<file path="config.mk">
export PLATFORM = sky130hd
export DESIGN_NAME = case_folding_run_length_encoder_top
export DESIGN_NICKNAME = d
export VERILOG_FILES = /design/src/hw/rtl/cfrle_pkg.sv /design/src/hw/rtl/cfrle_front.sv /design/src/hw/rtl/cfrle_queue.sv /design/src/hw/rtl/cfrle_back.sv /design/src/hw/rtl/case_folding_run_length_encoder_top.sv
export VERILOG_INCLUDE_DIRS = /design/src /design/src/hw/rtl
export SDC_FILE = /design/constraint.sdc
export NUM_CORES = 1
export LEC_CHECK = 0
export ABC_AREA = 1
export BUFFER_PORTS_ARGS = -buffer_cell sky130_fd_sc_hd__buf_2
export CORE_MARGIN = 3
export CORE_UTILIZATION = 56
export CTS_CLUSTER_DIAMETER = 60
export DETAILED_ROUTE_END_ITERATION = 16
export GPL_ROUTABILITY_DRIVEN = 0
export MAX_ROUTING_LAYER = met4
export PLACE_DENSITY = 0.7
export SLEW_MARGIN = 5
export SYNTH_ARGS = -nofsm -noshare
export SYNTH_HDL_FRONTEND = slang
export SYNTH_SLANG_ARGS = --single-unit
</file>
<file path="constraint.sdc">
create_clock -name clk -period 6.1 [get_ports clk]
set_input_delay 0.305 -clock clk [delete_from_list [all_inputs] [get_ports clk]]
set_output_delay 0.305 -clock clk [all_outputs]
set_load 0.005 [all_outputs]
</file>
<file path="src/hw/rtl/case_folding_run_length_encoder_top_macros.svh">
// Assertion macros shared by the encoder RTL.
// Expects clk and arst_n in the scope of the including module.
`ifndef CASE_FOLDING_RUN_LENGTH_ENCODER_TOP_MACROS_SVH
`define CASE_FOLDING_RUN_LENGTH_ENCODER_TOP_MACROS_SVH

// Same-cycle implication.
`define CFRLE_ASSERT_IMP(name, ante, cons, msg) \
	name: assert property (@(posedge clk) disable iff (!arst_n) (ante) |-> (cons)) \
		else $error(msg);

// Next-cycle implication.
`define CFRLE_ASSERT_NXT(name, ante, cons, msg) \
	name: assert property (@(posedge clk) disable iff (!arst_n) (ante) |=> (cons)) \
		else $error(msg);

`endif

</file>
<file path="src/hw/rtl/cfrle_pkg.sv">
// Shared types, constants and helper functions of the case-folding run-length encoder.
// No dependencies.
package cfrle_pkg;

	localparam int QUEUE_DEPTH = 4;
	localparam int QUEUE_PW = 2;
	localparam int QUEUE_CW = 3;

	// One finished run, plus an optional single trailing character flushed by
	// the end of the string.
	typedef struct packed {
		logic [7:0] run_char;
		logic       tail_valid;
		logic [7:0] tail_char;
		logic       done;
	} rec_t;

	typedef enum logic [1:0] {
		PH_DIGIT,
		PH_CHAR,
		PH_TAIL
	} phase_t;

	localparam logic [7:0] ASCII_ZERO = 8'h30;
	localparam logic [7:0] ASCII_LOW_A = 8'h61;
	localparam logic [7:0] ASCII_LOW_Z = 8'h7a;
	localparam logic [7:0] CASE_OFFSET = 8'h20;

	function automatic logic [7:0] fold_upper(logic [7:0] c);
		if (c >= ASCII_LOW_A && c <= ASCII_LOW_Z) begin
			return c - CASE_OFFSET;
		end
		return c;
	endfunction

	function automatic int unsigned pow10(int unsigned e);
		int unsigned p;
		p = 1;
		for (int unsigned i = 0; i < e; i++) begin
			p = p * 10;
		end
		return p;
	endfunction

	// Decimal digits needed for the all-ones value of a w-bit counter.
	function automatic int unsigned dec_digits(int unsigned w);
		int unsigned maxv;
		int unsigned n;
		maxv = (32'd1 << w) - 32'd1;
		n = 1;
		for (int unsigned i = 1; i < 10; i++) begin
			if (pow10(i) <= maxv) begin
				n = i + 1;
			end
		end
		return n;
	endfunction

endpackage

</file>
<file path="src/hw/rtl/cfrle_front.sv">
// Run tracker: accepts one byte per cycle unless the queue is full, folds case,
// and pushes finished runs. Depends on cfrle_pkg.
module cfrle_front #(
	parameter int CW = 16
) (
	input  logic              clk,
	input  logic              arst_n,
	input  logic              in_valid,
	input  logic [7:0]        in_char,
	input  logic              in_end,
	input  logic              q_full,
	output logic              in_ready,
	output logic              push,
	output cfrle_pkg::rec_t   push_rec,
	output logic [CW-1:0]     push_cnt
);
	import cfrle_pkg::*;

	localparam logic [CW-1:0] CNT_MAX = '1;
	localparam logic [CW-1:0] CNT_ONE = CW'(1);

	logic [7:0]    held_q;
	logic [CW-1:0] run_q;
	logic          holding_q;

	logic          acc;
	logic          same;
	logic [CW-1:0] run_inc;

	assign in_ready = !q_full;
	assign acc = in_valid && in_ready;
	assign same = holding_q && (fold_upper(in_char) == fold_upper(held_q));
	assign run_inc = (run_q != CNT_MAX) ? run_q + CNT_ONE : run_q;

	always_comb begin
		push = acc && (in_end || (holding_q && !same));
		push_rec.run_char = held_q;
		push_rec.tail_valid = 1'b0;
		push_rec.tail_char = in_char;
		push_rec.done = in_end;
		push_cnt = run_q;
		priority if (same) begin
			push_cnt = run_inc;
		end else if (holding_q) begin
			push_rec.tail_valid = in_end;
		end else begin
			push_rec.run_char = in_char;
			push_cnt = CNT_ONE;
		end
	end

	always_ff @(posedge clk or negedge arst_n) begin
		if (!arst_n) begin
			held_q <= '0;
			run_q <= '0;
			holding_q <= 1'b0;
		end else if (acc) begin
			priority if (in_end) begin
				held_q <= '0;
				run_q <= '0;
				holding_q <= 1'b0;
			end else if (same) begin
				run_q <= run_inc;
			end else begin
				held_q <= in_char;
				run_q <= CNT_ONE;
				holding_q <= 1'b1;
			end
		end
	end

endmodule

</file>
<file path="src/hw/rtl/cfrle_queue.sv">
// Short run queue between the run tracker and the digit emitter.
// Depends on cfrle_pkg and the assertion macro header.
`include "case_folding_run_length_encoder_top_macros.svh"
module cfrle_queue #(
	parameter int CW = 16
) (
	input  logic            clk,
	input  logic            arst_n,
	input  logic            push,
	input  cfrle_pkg::rec_t push_rec,
	input  logic [CW-1:0]   push_cnt,
	input  logic            pop,
	output logic            full,
	output logic            empty,
	output cfrle_pkg::rec_t head_rec,
	output logic [CW-1:0]   head_cnt
);
	import cfrle_pkg::*;

	rec_t                mem_q [QUEUE_DEPTH];
	logic [CW-1:0]       cnt_mem_q [QUEUE_DEPTH];
	logic [QUEUE_PW-1:0] wr_ptr_q;
	logic [QUEUE_PW-1:0] rd_ptr_q;
	logic [QUEUE_CW-1:0] count_q;

	assign full = (count_q == QUEUE_CW'(QUEUE_DEPTH));
	assign empty = (count_q == '0);
	assign head_rec = mem_q[rd_ptr_q];
	assign head_cnt = cnt_mem_q[rd_ptr_q];

	always_ff @(posedge clk) begin
		if (push) begin
			mem_q[wr_ptr_q] <= push_rec;
			cnt_mem_q[wr_ptr_q] <= push_cnt;
		end
	end

	always_ff @(posedge clk or negedge arst_n) begin
		if (!arst_n) begin
			wr_ptr_q <= '0;
			rd_ptr_q <= '0;
			count_q <= '0;
		end else begin
			if (push) begin
				wr_ptr_q <= wr_ptr_q + QUEUE_PW'(1);
			end
			if (pop) begin
				rd_ptr_q <= rd_ptr_q + QUEUE_PW'(1);
			end
			unique case ({push, pop})
				2'b10: count_q <= count_q + QUEUE_CW'(1);
				2'b01: count_q <= count_q - QUEUE_CW'(1);
				default: count_q <= count_q;
			endcase
		end
	end

	`CFRLE_ASSERT_IMP(a_no_pop_empty, pop, !empty, "queue popped while empty")
	`CFRLE_ASSERT_IMP(a_no_push_full, push, !full, "queue pushed while full")
	`CFRLE_ASSERT_IMP(a_count_bound, 1'b1, count_q <= QUEUE_CW'(QUEUE_DEPTH), "queue count overrun")

endmodule

</file>
<file path="src/hw/rtl/cfrle_back.sv">
// Digit emitter: turns queued runs into output bytes, one decimal digit per cycle
// unless the output stalls. Depends on cfrle_pkg and the assertion macro header.
`include "case_folding_run_length_encoder_top_macros.svh"
module cfrle_back #(
	parameter int CW = 16
) (
	input  logic            clk,
	input  logic            arst_n,
	input  logic            empty,
	input  cfrle_pkg::rec_t head_rec,
	input  logic [CW-1:0]   head_cnt,
	output logic            pop,
	output logic            out_valid,
	input  logic            out_ready,
	output logic [7:0]      out_char,
	output logic            out_item,
	output logic            out_done
);
	import cfrle_pkg::*;

	localparam int D = int'(dec_digits(CW));
	localparam int PW = (D > 1) ? $clog2(D) : 1;
	localparam int TW = CW + 4;

	logic [TW-1:0] step_tab [D][10];

	logic          cur_valid_q, cur_valid_d;
	phase_t        phase_q, phase_d;
	rec_t          rec_q, rec_d;
	logic          multi_q, multi_d;
	logic [CW-1:0] rem_q, rem_d;
	logic [PW-1:0] pidx_q, pidx_d;

	logic          out_valid_q;
	logic [7:0]    out_char_q;
	logic          out_item_q;
	logic          out_done_q;

	logic          can_load;
	logic          emit;
	logic          fin;
	logic [7:0]    byte_val;
	logic [3:0]    digit;
	logic [CW-1:0] rem_next;
	logic [PW-1:0] start_idx;
	logic          load;

	// k * 10^i for every digit position
	always_comb begin
		for (int i = 0; i < D; i++) begin
			for (int k = 0; k < 10; k++) begin
				step_tab[i][k] = TW'(pow10(i) * k);
			end
		end
	end

	always_comb begin
		digit = '0;
		for (int k = 1; k < 10; k++) begin
			if ({4'b0, rem_q} >= step_tab[pidx_q][k]) begin
				digit = 4'(k);
			end
		end
		rem_next = CW'({4'b0, rem_q} - step_tab[pidx_q][digit]);
	end

	// highest nonzero digit position of the head count
	always_comb begin
		start_idx = '0;
		for (int i = 1; i < D; i++) begin
			if ({4'b0, head_cnt} >= step_tab[i][1]) begin
				start_idx = PW'(i);
			end
		end
	end

	assign can_load = !out_valid_q || out_ready;
	assign emit = cur_valid_q && can_load;

	always_comb begin
		cur_valid_d = cur_valid_q;
		phase_d = phase_q;
		rec_d = rec_q;
		multi_d = multi_q;
		rem_d = rem_q;
		pidx_d = pidx_q;
		pop = 1'b0;
		byte_val = rec_q.run_char;
		fin = 1'b0;

		unique case (phase_q)
			PH_DIGIT: begin
				byte_val = ASCII_ZERO + {4'b0, digit};
				fin = 1'b0;
			end
			PH_CHAR: begin
				byte_val = multi_q ? fold_upper(rec_q.run_char) : rec_q.run_char;
				fin = !rec_q.tail_valid;
			end
			PH_TAIL: begin
				byte_val = rec_q.tail_char;
				fin = 1'b1;
			end
			default: begin
				byte_val = rec_q.run_char;
				fin = 1'b1;
			end
		endcase

		if (emit) begin
			unique case (phase_q)
				PH_DIGIT: begin
					rem_d = rem_next;
					if (pidx_q == '0) begin
						phase_d = PH_CHAR;
					end else begin
						pidx_d = pidx_q - PW'(1);
					end
				end
				PH_CHAR: begin
					if (rec_q.tail_valid) begin
						phase_d = PH_TAIL;
					end
				end
				default: begin
					phase_d = phase_q;
				end
			endcase
			if (fin) begin
				cur_valid_d = 1'b0;
			end
		end

		// refill in the cycle the last byte of a record leaves
		load = (!cur_valid_q || (emit && fin)) && !empty;
		if (load) begin
			pop = 1'b1;
			cur_valid_d = 1'b1;
			rec_d = head_rec;
			multi_d = (head_cnt > CW'(1));
			rem_d = head_cnt;
			pidx_d = start_idx;
			phase_d = (head_cnt > CW'(1)) ? PH_DIGIT : PH_CHAR;
		end
	end

	always_ff @(posedge clk or negedge arst_n) begin
		if (!arst_n) begin
			cur_valid_q <= 1'b0;
			phase_q <= PH_CHAR;
			out_valid_q <= 1'b0;
		end else begin
			cur_valid_q <= cur_valid_d;
			phase_q <= phase_d;
			if (can_load) begin
				out_valid_q <= emit;
			end
		end
	end

	always_ff @(posedge clk) begin
		rec_q <= rec_d;
		multi_q <= multi_d;
		rem_q <= rem_d;
		pidx_q <= pidx_d;
		if (emit) begin
			out_char_q <= byte_val;
			out_item_q <= fin;
			out_done_q <= fin && rec_q.done;
		end
	end

	assign out_valid = out_valid_q;
	assign out_char = out_char_q;
	assign out_item = out_item_q;
	assign out_done = out_done_q;

	`CFRLE_ASSERT_IMP(a_done_is_last, out_valid_q && out_done_q, out_item_q,
		"string end on a byte that does not close its transaction")
	`CFRLE_ASSERT_NXT(a_digit_range, emit && phase_q == PH_DIGIT,
		out_char_q >= ASCII_ZERO && out_char_q <= ASCII_ZERO + 8'd9, "digit out of range")
	`CFRLE_ASSERT_IMP(a_tail_present, cur_valid_q && phase_q == PH_TAIL, rec_q.tail_valid,
		"tail phase without a tail character")

endmodule

</file>
<file path="src/hw/rtl/case_folding_run_length_encoder_top.sv">
// Case-folding run-length encoder: accepts one byte per cycle on the slave stream and
// sends the encoded bytes on the master stream. A run tracker takes a byte every cycle
// while the queue has room and pushes one record per finished run into a four-entry queue;
// the digit emitter drains it at one output byte per cycle unless m_tready stalls it. A
// run yields one byte for a single character, its digits + 1 for a longer run, plus one
// more when the end of the string also flushes a fresh single character. A run of count up
// to 2^COUNT_WIDTH-1 yields at most that number's decimal digit count + 2 bytes. Input is
// stalled only when the queue is full. A run's record goes through the queue and the
// emitter's record register to the output. Depends on cfrle_pkg and the submodules.
module case_folding_run_length_encoder_top #(
	parameter int COUNT_WIDTH = 16
) (
	input  logic       clk,
	input  logic       arst_n,
	input  logic       s_tvalid,
	output logic       s_tready,
	input  logic [7:0] s_tdata,   // [7:0] char_in
	input  logic       s_tlast,   // end_of_string
	output logic       m_tvalid,
	input  logic       m_tready,
	output logic [7:0] m_tdata,   // [7:0] char_out
	output logic       m_tuser,   // [0] last_of_item
	output logic       m_tlast    // string_done
);
	import cfrle_pkg::*;

	logic                   push;
	rec_t                   push_rec;
	logic [COUNT_WIDTH-1:0] push_cnt;
	logic                   pop;
	logic                   q_full;
	logic                   q_empty;
	rec_t                   head_rec;
	logic [COUNT_WIDTH-1:0] head_cnt;

	cfrle_front #(.CW(COUNT_WIDTH)) u_front (
		.clk      (clk),
		.arst_n   (arst_n),
		.in_valid (s_tvalid),
		.in_char  (s_tdata),
		.in_end   (s_tlast),
		.q_full   (q_full),
		.in_ready (s_tready),
		.push     (push),
		.push_rec (push_rec),
		.push_cnt (push_cnt)
	);

	cfrle_queue #(.CW(COUNT_WIDTH)) u_queue (
		.clk      (clk),
		.arst_n   (arst_n),
		.push     (push),
		.push_rec (push_rec),
		.push_cnt (push_cnt),
		.pop      (pop),
		.full     (q_full),
		.empty    (q_empty),
		.head_rec (head_rec),
		.head_cnt (head_cnt)
	);

	cfrle_back #(.CW(COUNT_WIDTH)) u_back (
		.clk       (clk),
		.arst_n    (arst_n),
		.empty     (q_empty),
		.head_rec  (head_rec),
		.head_cnt  (head_cnt),
		.pop       (pop),
		.out_valid (m_tvalid),
		.out_ready (m_tready),
		.out_char  (m_tdata),
		.out_item  (m_tuser),
		.out_done  (m_tlast)
	);

endmodule

</file>
# --- After elaboration in Yosys (flattened, before gate mapping) ---
# Memory sizes are Yosys's and may differ from the RTL's. A register that Yosys moved wholly into a read port is not among the register bits.
# Index checks and enable logic that the tools add are counted.
op_classes:
  muxes: 63
  eq_ne: 11
  n_lt_le_gt_ge: 22
  bitwise_logic: 2
  reduce_logical: 33
  addsub: 11
op_table:
  columns: ["op", "count"]
  rows:
  - ["200-bit 2-to-1 mux", 2]
  - ["16-bit by 20-bit greater-or-equal comparator with 1-bit output", 9]
  - ["16-bit 2-to-1 mux", 10]
  - ["20-bit binary-select mux with 4-bit select", 1]
  - ["8-bit 2-to-1 mux", 10]
  - ["3-bit 2-to-1 mux", 9]
  - ["8-bit by 7-bit greater-or-equal comparator with 1-bit output, second input constant", 3]
  - ["8-bit by 7-bit <= comparator with 1-bit output, second input constant", 3]
  - ["8-bit one-hot mux with 3 select lines", 1]
  - ["8-bit by 6-bit subtractor with 8-bit output, second input constant", 3]
  - ["16-bit by 1-bit adder with 16-bit output, second input constant", 1]
  - ["16-bit by 10-bit greater-or-equal comparator with 1-bit output, second input constant", 1]
  - ["16-bit by 14-bit greater-or-equal comparator with 1-bit output, second input constant", 1]
  - ["16-bit by 4-bit greater-or-equal comparator with 1-bit output, second input constant", 1]
  - ["16-bit by 7-bit greater-or-equal comparator with 1-bit output, second input constant", 1]
  - ["16-bit by 1-bit > comparator with 1-bit output, second input constant", 1]
  - ["1-bit 2-to-1 mux", 16]
  - ["2-bit 2-to-1 mux", 8]
  - ["16-bit inequality test, second input constant", 1]
  - ["16-bit subtractor", 1]
  - ["1-bit logical AND", 11]
  - ["9-bit 2-to-1 mux", 1]
  - ["8-bit == test", 1]
  - ["4-bit 2-to-1 mux", 2]
  - ["other kinds (26)", 44]
totals:
  memories: 3
  ram_bits: 136
  register_bits: 66
  out_inout_bits: 12
  romBits: 1600
mem_list:
  columns: ["memory", "depth", "width", "read_ports", "rd_clocked_by_memory_dff", "wr", "line_no", "source"]
  rows:
  - ["(no name shown)", 8, 200, 1, 0, 0, "cfrle_back.sv:60", "if ({4'b0, rem_q} >= step_tab[pidx_q][k]) begin"]
  - ["u_queue.mem_q", 4, 18, 1, 1, 1, "cfrle_queue.sv:20", "rec_t mem_q [QUEUE_DEPTH];"]
  - ["u_queue.cnt_mem_q", 4, 16, 1, 0, 1, "cfrle_queue.sv:21", "logic [CW-1:0] cnt_mem_q [QUEUE_DEPTH];"]

# --- Longest topological paths before layout ---
# Gate-level depths: netlist of run 1.
logic_depth:
  ltp_word: 22
  ltp_mapped: 45
  mapped_depth_nobuf: 44

# --- Hierarchy ---
# From an unflattened synthesis of run 1, not the netlist that was laid out.
unflattened:
  cells_unflattened: 1670
  area_unflattened_um2: 14015.9
by_module_without_submodules:
  columns: ["mod", "instances", "area_per_inst_um2", "cells_each"]
  rows:
  - ["cfrle_back", 1, 6134.6, 891]
  - ["cfrle_queue", 1, 5775.5, 445]
  - ["cfrle_front", 1, 2105.8, 334]

# --- Worst setup path after synthesis of run 1 ---
# No wires, ideal clock.
synth_path:
  path_type: "register -> register"
  from: "reg u_back.pidx_q[2]"
  to: "reg u_back.rem_q[10] (data pin)"
  setup_ns: 0.268
  arrival_ns: 4.542
  setup_slack_ns: 1.291
  path_stages_with_launch: 39
  t_required_ns: 5.832
  path_cell_list: "edfxtp_1 buf_4 nor2_1 inv_1 ha_1 nand2_1 inv_1 a21oi_1 nand2_1 nand2_1 nand2_1 a21oi_1 nand2_1 nand2_1 nand2_1 nand2_1 nand2_1 nand2_2 [... 3 more ...] nand3_1 a21boi_0 nor2_1 ha_1 a21oi_1 o21ai_0 nand2_1 nand2_1 a21oi_1 nor2_1 o21ai_0 nand2_1 nand2_1 nand2_1 a21oi_1 xnor2_1 nand2_1 o21ai_0"
synth_between:
  elab_chain_len: 22
synth_rtl:
  columns: ["element", "line_no", "source"]
  rows:
  - ["start: declaration", "cfrle_back.sv:32", "logic [PW-1:0] pidx_q, pidx_d;"]
  - ["start signal: assignment", "cfrle_back.sv:165", "pidx_q <= pidx_d;"]
  - ["3-bit inverter with 4-bit output (implied by the code) (*)", "cfrle_back.sv:60, cfrle_back.sv:64", null]
  - ["memory read 8 x 200 bit (*)", null, null]
  - ["200-bit 2-to-1 mux (implied by the code) (*) (2 in a row)", "cfrle_back.sv:60", null]
  - ["16-bit by 20-bit greater-or-equal comparator with 1-bit output", "cfrle_back.sv:60", null]
  - ["1-bit 2-to-1 mux", "cfrle_back.sv:60", null]
  - ["2-bit 2-to-1 mux (2 in a row)", "cfrle_back.sv:60", null]
  - ["3-bit 2-to-1 mux (4 in a row)", "cfrle_back.sv:60", null]
  - ["4-bit 2-to-1 mux (2 in a row)", "cfrle_back.sv:60", null]
  - ["4-bit inverter with 5-bit output (implied by the code)", "cfrle_back.sv:64", "rem_next = CW'({4'b0, rem_q} - step_tab[pidx_q][digit]);"]
  - ["20-bit binary-select mux with 4-bit select (*)", "cfrle_back.sv:64", null]
  - ["16-bit 2-to-1 mux (implied by the code) (*) (2 in a row)", "cfrle_back.sv:64", null]
  - ["16-bit subtractor (*)", "cfrle_back.sv:64", null]
  - ["16-bit 2-to-1 mux (*)", "cfrle_back.sv:111", "unique case (phase_q)"]
  - ["16-bit 2-to-1 mux (*)", "cfrle_back.sv:110", "if (emit) begin"]
  - ["16-bit 2-to-1 mux (*)", "cfrle_back.sv:136", "if (load) begin"]
  - ["net u_back.rem_d[10]", "cfrle_back.sv:31", "logic [CW-1:0] rem_q, rem_d;"]
  - ["end signal: assignment", "cfrle_back.sv:164", "rem_q <= rem_d;"]
  - ["end: declaration", "cfrle_back.sv:31", null]
# The timed path passes the listed nets; every way through them passes the cells marked *. The select of a mux whose other input is x is not followed.
# A chain may end at the register's enable or synchronous reset.

# --- Worst setup path in the final report of run 1 ---
layout_path:
  from: "reg u_back.pidx_q[0]"
  to: "reg u_back.rem_q[10] (data pin)"
# Same word-level chain as after synthesis.

==> flow_metrics.tcl, run 1 <==
set metrics [dict create \
    insertedDiodeCount 0 \
    min_from "s_tdata[1]" \
    crit_path_end_kind "flop" \
    hold_viol_final 0 \
    hold_class "in2reg" \
    synth_edf_count 184 \
    grt_overflow_total 0 \
    cts.path.max_buffers 3 \
    async_reset_ff_share_pct 16.36 \
    crit_buf_inv 4 \
    maxSlewHeadroom_pct 36.43 \
    clkLatencyLatePin_ps 510 \
    ys_ff_latch 220 \
    skew_ps 22.89 \
    ys_types 59 \
    initial_utilization_pct 57.14 \
    ant_nets 0 \
    layout-drive-gt1-share_pct 8.635 \
    crit_top_cell "nand2_1" \
    drc 0 \
    numCtsBuffers 23 \
    io_buffers 24 \
    detail_route.iter0.violations 1113 \
    ioPinCount 25 \
    syn_area_um2 13410 \
    path_delay_family "simple AND/OR/NAND/NOR gates" \
    criticalPathCategory "reg2reg" \
    worstRegToRegCells 38 \
    avgSynthCellArea_um2 8.778 \
    hold_end "u_queue.mem_q[3][2]$_DFFE_PP_" \
    die_w_um 160.8 \
    layout_common_cells "319 x nand2_1, 184 x edfxtp_1, 177 x inv_1" \
    final_util_pct 62.62 \
    fp-row-count 56 \
    dieArea_um2 25840 \
    maxCapViolations 0 \
    synth_ff_type "edfxtp_1" \
    syn2layout_area_growth_pct 9.590 \
    num-nets-final 1670 \
    hold_path_depth 1 \
    grt.total_usage_pct 26.48 \
    vias 11040 \
    synth_warnings 0 \
    crit_fanout 22 \
    grt_max_degree 70 \
    setup_viol 0 \
    cts.sinks 220 \
    fin_crit_sh_pct 92.56 \
    outcome "completed" \
    cts-root-buf "clkbuf_16" \
    period_needed_ps 5646 \
    synth_cells 1528 \
    wl_per_cell_um 17.77 \
    antenna_found_initial 0 \
    clkSlewWorstSetupHoldPaths_ps 60 \
    viasPerCell 5.826 \
    r2r_slack_ps 450 \
    cts_tree "done" \
    cp.required_ps 6330 \
    synth-seq-area-share_pct 47.92 \
    fillers 1990 \
    grt_pass1_wl_um 53510 \
    drt_wl_total_um 33660 \
    die_h_um 160.8 \
    max_stage_delay_ps 440 \
    slowest_stage "edfxtp_1" \
    worst_pin_slew_ps 946.3 \
    core_area_um2 23470 \
    critPathLaunchType "flop" \
    fmax_mhz 177.1 \
    slew_violations 0 \
    first_global_vias 10270 \
    arrival_ps 5870 \
    synth_nets 1640 \
    worstReg2RegStart "u_back.pidx_q[0]$_DFFE_PP_" \
    cts-htree-levels 1 \
    final_common_cell "nand2_1" \
    drtPass1Iterations 6 \
    hpwl_um 24110 \
    rr_endpoint "u_back.rem_q[10]$_DFFE_PP_" \
]
per-stage QoR:
stage               setup TNS, ps  hold WS [ps]  setup WS, ps  instance area (um^2)  std cells
floorplan                       0         9.409          1291                 13410       1528
global placement                0         492.7         400.6                 13900       1845
detailed placement              0         490.0         247.4                 13900       1845
CTS                             0         17.03         242.9                 14610       1888
global route               -24.01         28.16        -24.01                 14700       1894
finish                          0         33.90         453.6                 14700       1894
cells in the mapped netlist (3+ instances only):
library cell	count	area, um^2
nor2_2	3	18.77
o2111ai_1	5	43.79
ha_1	97	1214
and2_1	3	18.77
a31oi_1	3	18.77
nor3_1	24	120.1
nand3_1	99	495.5
a32oi_1	8	70.07
inv_1	180	675.7
a21oi_1	75	375.4
o21ai_0	124	620.6
or2_2	5	31.28
a32o_1	8	80.08
o211ai_1	12	90.09
buf_4	3	22.52
buf_1	5	18.77
o21ai_1	10	50.05
nand3b_1	3	22.52
edfxtp_1	184	5525
nor4_1	6	37.54
buf_6	3	33.78
o22ai_1	46	287.8
dfrtp_1	35	875.8
xor2_1	12	105.1
nor2_1	135	506.7
nand4_1	27	168.9
nand2_2	10	62.56
nand2_4	4	45.04
nor3_2	3	30.03
inv_2	4	15.01
buf_2	4	20.02
nand2_1	319	1197
xnor2_1	6	52.55
clkbuf_1	29	108.9
per-layer routing:
layer / track usage [%] / vias up / part of all wire, %
met4: 8.056 / 0 / 3.0
met3: 3.456 / 81 / 7.2
met2: 40.71 / 433 / 45
li1: - / 5390 / -
met1: 37.11 / 5131 / 45
met5: - / - / 0
cell families after synthesis:
logic type,synth area share [%]
simple gates,21.20
compound gates,13.47
mux,0.07463
flops,47.92
fa+ha+maj,9.347
xor+xnor,1.175
buf+inv,6.810
layout make-up:
type                       count  area (um^2)  area share [%]
sequential                   220         6429           43.74
multi-input combinational   1077         6136           41.74
inverter                     187        713.2           4.852
clock buffer                  36        634.4           4.316
tap                          319        399.1           2.715
timing repair buffer          49        322.8           2.196
clock inverter                 6        65.06          0.4426
worst register-to-register path, delay by kind of cell, from the launching register on:
family,cells,cell delay (ps)
simple gates,24,2390
compound gates,6,960
fa+ha+maj,3,880
buf+inv,4,640
flops,1,440
xor+xnor,1,80
worst max path at each step:
stage / startpoint / endpoint / slack, ps / cells past startpoint
after global routing: u_back.pidx_q[0]$_DFFE_PP_ / u_back.rem_q[10]$_DFFE_PP_ / -20 / 42
final: u_back.pidx_q[0]$_DFFE_PP_ / u_back.rem_q[10]$_DFFE_PP_ / 450 / 38
after floorplan: u_back.pidx_q[2]$_DFFE_PP_ / u_back.rem_q[10]$_DFFE_PP_ / 1290 / 38
after global placement: u_back.pidx_q[0]$_DFFE_PP_ / u_back.rem_q[15]$_DFFE_PP_ / 400 / 32
after detailed placement: u_back.pidx_q[0]$_DFFE_PP_ / u_back.rem_q[15]$_DFFE_PP_ / 250 / 32
after CTS: u_back.pidx_q[1]$_DFFE_PP_ / u_back.rem_q[15]$_DFFE_PP_ / 240 / 32
flip-flops by register name (all words and copies together), names as in the netlist:
name and count:
u_back.cur_valid_q 1, u_back.multi_q 1, u_back.out_char 8, u_back.out_done 1, u_back.out_item 1, u_back.out_valid 1, u_back.phase_q 2, u_back.pidx_q 3
u_back.rec_q 18, u_back.rem_q 16, u_front.held_q 8, u_front.holding_q 1, u_front.run_q 16, u_queue.cnt_mem_q 64, u_queue.count_q 3, u_queue.mem_q 72
u_queue.rd_ptr_q 2, u_queue.wr_ptr_q 2
what timing repair did:
action	in CTS	in global routing
hold buffers	1	0
setup endpoints to repair	0	5
gates resized for setup	0	10
endpoints found under the hold margin	35	0
setup buffers	0	6
Power of run 1 is not shown: default switching activity piles up to over one toggle a cycle in this logic, so the estimate is an artifact.
==> run 2, diff against run 1 <==
--- a/config.mk
+++ b/config.mk
@@ -8,7 +8,7 @@
 export LEC_CHECK = 0
 export ABC_AREA = 1
 export BUFFER_PORTS_ARGS = -buffer_cell sky130_fd_sc_hd__buf_2
-export CORE_MARGIN = 3
+export CORE_MARGIN = 1.5
 export CORE_UTILIZATION = 56
 export CTS_CLUSTER_DIAMETER = 60
 export DETAILED_ROUTE_END_ITERATION = 16
@@ -18,4 +18,5 @@
 export SLEW_MARGIN = 5
 export SYNTH_ARGS = -nofsm -noshare
 export SYNTH_HDL_FRONTEND = slang
+export SYNTH_HIERARCHICAL = 1
 export SYNTH_SLANG_ARGS = --single-unit
==> run 2 against run 1 <==
  * Worst hold slack worse by 8.4 ps
  * Critical path depth is 3 lower
  * Sequential share of layout area is 1.5 points lower
  * Synthesized cell count is 9.3% higher
  * Sequential cell count stayed put
  * Setup slack better by 190 ps
  * Critical path type unchanged
  * Critical endpoint is now u_back/rem_q[10]$_DFFE_PP_
==> flow_metrics.tcl, run 2 <==
set metrics [dict create \
    avgSynthCellArea_um2 8.393 \
    synth_ff_type "edfxtp_1" \
    ioPinCount 25 \
    grt_max_degree 91 \
    synth.top_cell.area_share_pct 39.42 \
    fp-row-count 57 \
    rsz0062_at_grt "no" \
    arrival_ps 5720 \
    reg_top3 "u_queue/mem_q: 72 flops, u_queue/cnt_mem_q: 64 flops, u_back/rec_q: 18 flops" \
    synth_edf_count 184 \
    hpwl_um 24030 \
    first_global_vias 10620 \
    ys_top_cells_by_count "448 x nand2_1, 230 x inv_1, 184 x edfxtp_1, 108 x nor2_1, 102 x nand3_1" \
    ant_nets 0 \
    wl_per_cell_um 16.58 \
    top_register "u_queue/mem_q" \
    cts_tree "done" \
    grt.total_usage_pct 26.75 \
    period_needed_ps 5454 \
    skew_ps 34.55 \
    yosysMostFrequentCell "nand2_1" \
    synth_warnings 6 \
    antenna_found_initial 0 \
    outcome "completed" \
    syn2layout_area_growth_pct 8.570 \
    detail_route.iter0.violations 1181 \
    hold_class "in2reg" \
    numCtsBuffers 25 \
    num-nets-final 1796 \
    crit_fanout 25 \
    io_buffers 24 \
    yosys-top-cells-area "edfxtp_1 39%, nand2_1 12%, ha_1 8.7%" \
    clkSlewWorstSetupHoldPaths_ps 60 \
    slowest_stage "edfxtp_1" \
    die_h_um 161.2 \
    cts.path.max_buffers 3 \
    grt_pass1_wl_um 53680 \
    finalSetupTns_ps 0 \
    setup_viol 0 \
    async_reset_ff_share_pct 16.36 \
    layout-drive-gt1-share_pct 8.103 \
    crit_top_cell "nand2_1" \
    fin_crit_sh_pct 89.41 \
    max_stage_delay_ps 420 \
    slew_violations 0 \
    cts.sinks 220 \
    dieArea_um2 25990 \
    largest_reg_flops 72 \
    cts_setup_buffers 0 \
    viasPerCell 5.657 \
    synth_top_area_cell "edfxtp_1" \
    core_area_um2 24460 \
    layout_common_cells "448 x nand2_1, 229 x inv_1, 184 x edfxtp_1" \
    cp.required_ps 6370 \
    maxSlewHeadroom_pct 22.46 \
    synth_cells 1670 \
    drt_wl_total_um 33620 \
    synth-seq-area-share_pct 45.86 \
    hold_viol_final 0 \
    maxCapViolations 0 \
    ys_types 54 \
    grt_overflow_total 0 \
    drc 0 \
    cts-htree-levels 1 \
    crit_path_end_kind "flop" \
    final_common_cell "nand2_1" \
    synth_nets 1782 \
    syn_area_um2 14020 \
    worst_pin_slew_ps 1159 \
    drtPass1Iterations 6 \
    vias 11470 \
    critPathLaunchType "flop" \
    criticalPathCategory "reg2reg" \
    die_w_um 161.2 \
    clkLatencyLatePin_ps 540 \
    initial_utilization_pct 57.30 \
    insertedDiodeCount 0 \
    cts-root-buf "clkbuf_16" \
    ys_ff_latch 220 \
    fmax_mhz 183.4 \
]
## run 2: stage by stage
| stage | std cells | cell area, um^2 | hold WS [ps] | worst slack, ps | utilization (%) |
|---|---|---|---|---|---|
| global placement | 1980 | 14360 | 476.1 | 577.8 | 58.69 |
| detailed placement | 1980 | 14360 | 482.9 | 521.9 | 58.69 |
| global route | 2027 | 15220 | 18.33 | 23.15 | 62.21 |
| finish | 2027 | 15220 | 25.52 | 646.1 | 62.21 |
| CTS | 2027 | 15210 | 6.091 | 522.6 | 62.20 |
| floorplan | 1670 | 14020 | 9.409 | 1148 | - |
## run 2: final timing paths
path                                                   start                         endpoint  slack [ps]  cells past startpoint
worst min-delay path                                 s_tlast    u_queue/mem_q[1][0]$_DFFE_PP_          30                      1
worst max-delay path              u_back/pidx_q[1]$_DFFE_PP_       u_back/rem_q[10]$_DFFE_PP_         650                     35
worst min register to register  u_back/out_valid$_DFFE_PN0N_     u_back/out_valid$_DFFE_PN0N_         490                      2
max in group asynchronous                             arst_n  u_queue/rd_ptr_q[0]$_DFFE_PN0P_        4880                      2
worst max register to register    u_back/pidx_q[1]$_DFFE_PP_       u_back/rem_q[10]$_DFFE_PP_         650                     35
min in group asynchronous                             arst_n    u_front/held_q[7]$_DFFE_PN0P_         470                      2
## run 2: layer usage
layer  track usage, %  vias to the layer above  share of wire [%]
met5                -                        -                  0
met4            9.806                        0                3.5
met3            3.236                       82                6.8
met2            41.11                      406                 44
met1            36.71                     5306                 45
li1                 -                     5673                  -
## run 2: kinds of logic after synthesis
group | synth area share [%]
adder cells (fa/ha/maj) | 8.945
buffers and inverters | 8.927
AO/OA/AOI/OAI | 11.70
flip-flops | 45.86
multiplexers | 0.08034
AND/OR/NAND/NOR | 23.42
XOR/XNOR | 1.062
## run 2: worst max-delay path, delay by kind of cell (launching register included)
kind / cells / cell delay (ps)
flip-flops: 1 / 420
buffers and inverters: 5 / 640
XOR/XNOR: 1 / 150
adder cells (fa/ha/maj): 2 / 630
AND/OR/NAND/NOR: 19 / 2180
AO/OA/AOI/OAI: 8 / 1180
## run 2: final cells by class
cell class	count	area (um^2)
fillers	2031	9245
flip-flops and latches	220	6432
multi-input cells	1150	6347
inverters	244	918.4
clock buffers	29	660.6
well taps	324	405.4
repair buffers	43	265.3
clock inverters	17	187.7
## run 2: what timing repair did
| item | CTS | global route |
|---|---|---|
| resized for setup | 0 | 2 |
| setup endpoints to repair | 0 | 2 |
| hold buffers | 1 | 0 |
| hold endpoints to repair | 35 | 0 |
Power of run 2 is left out for the same reason.
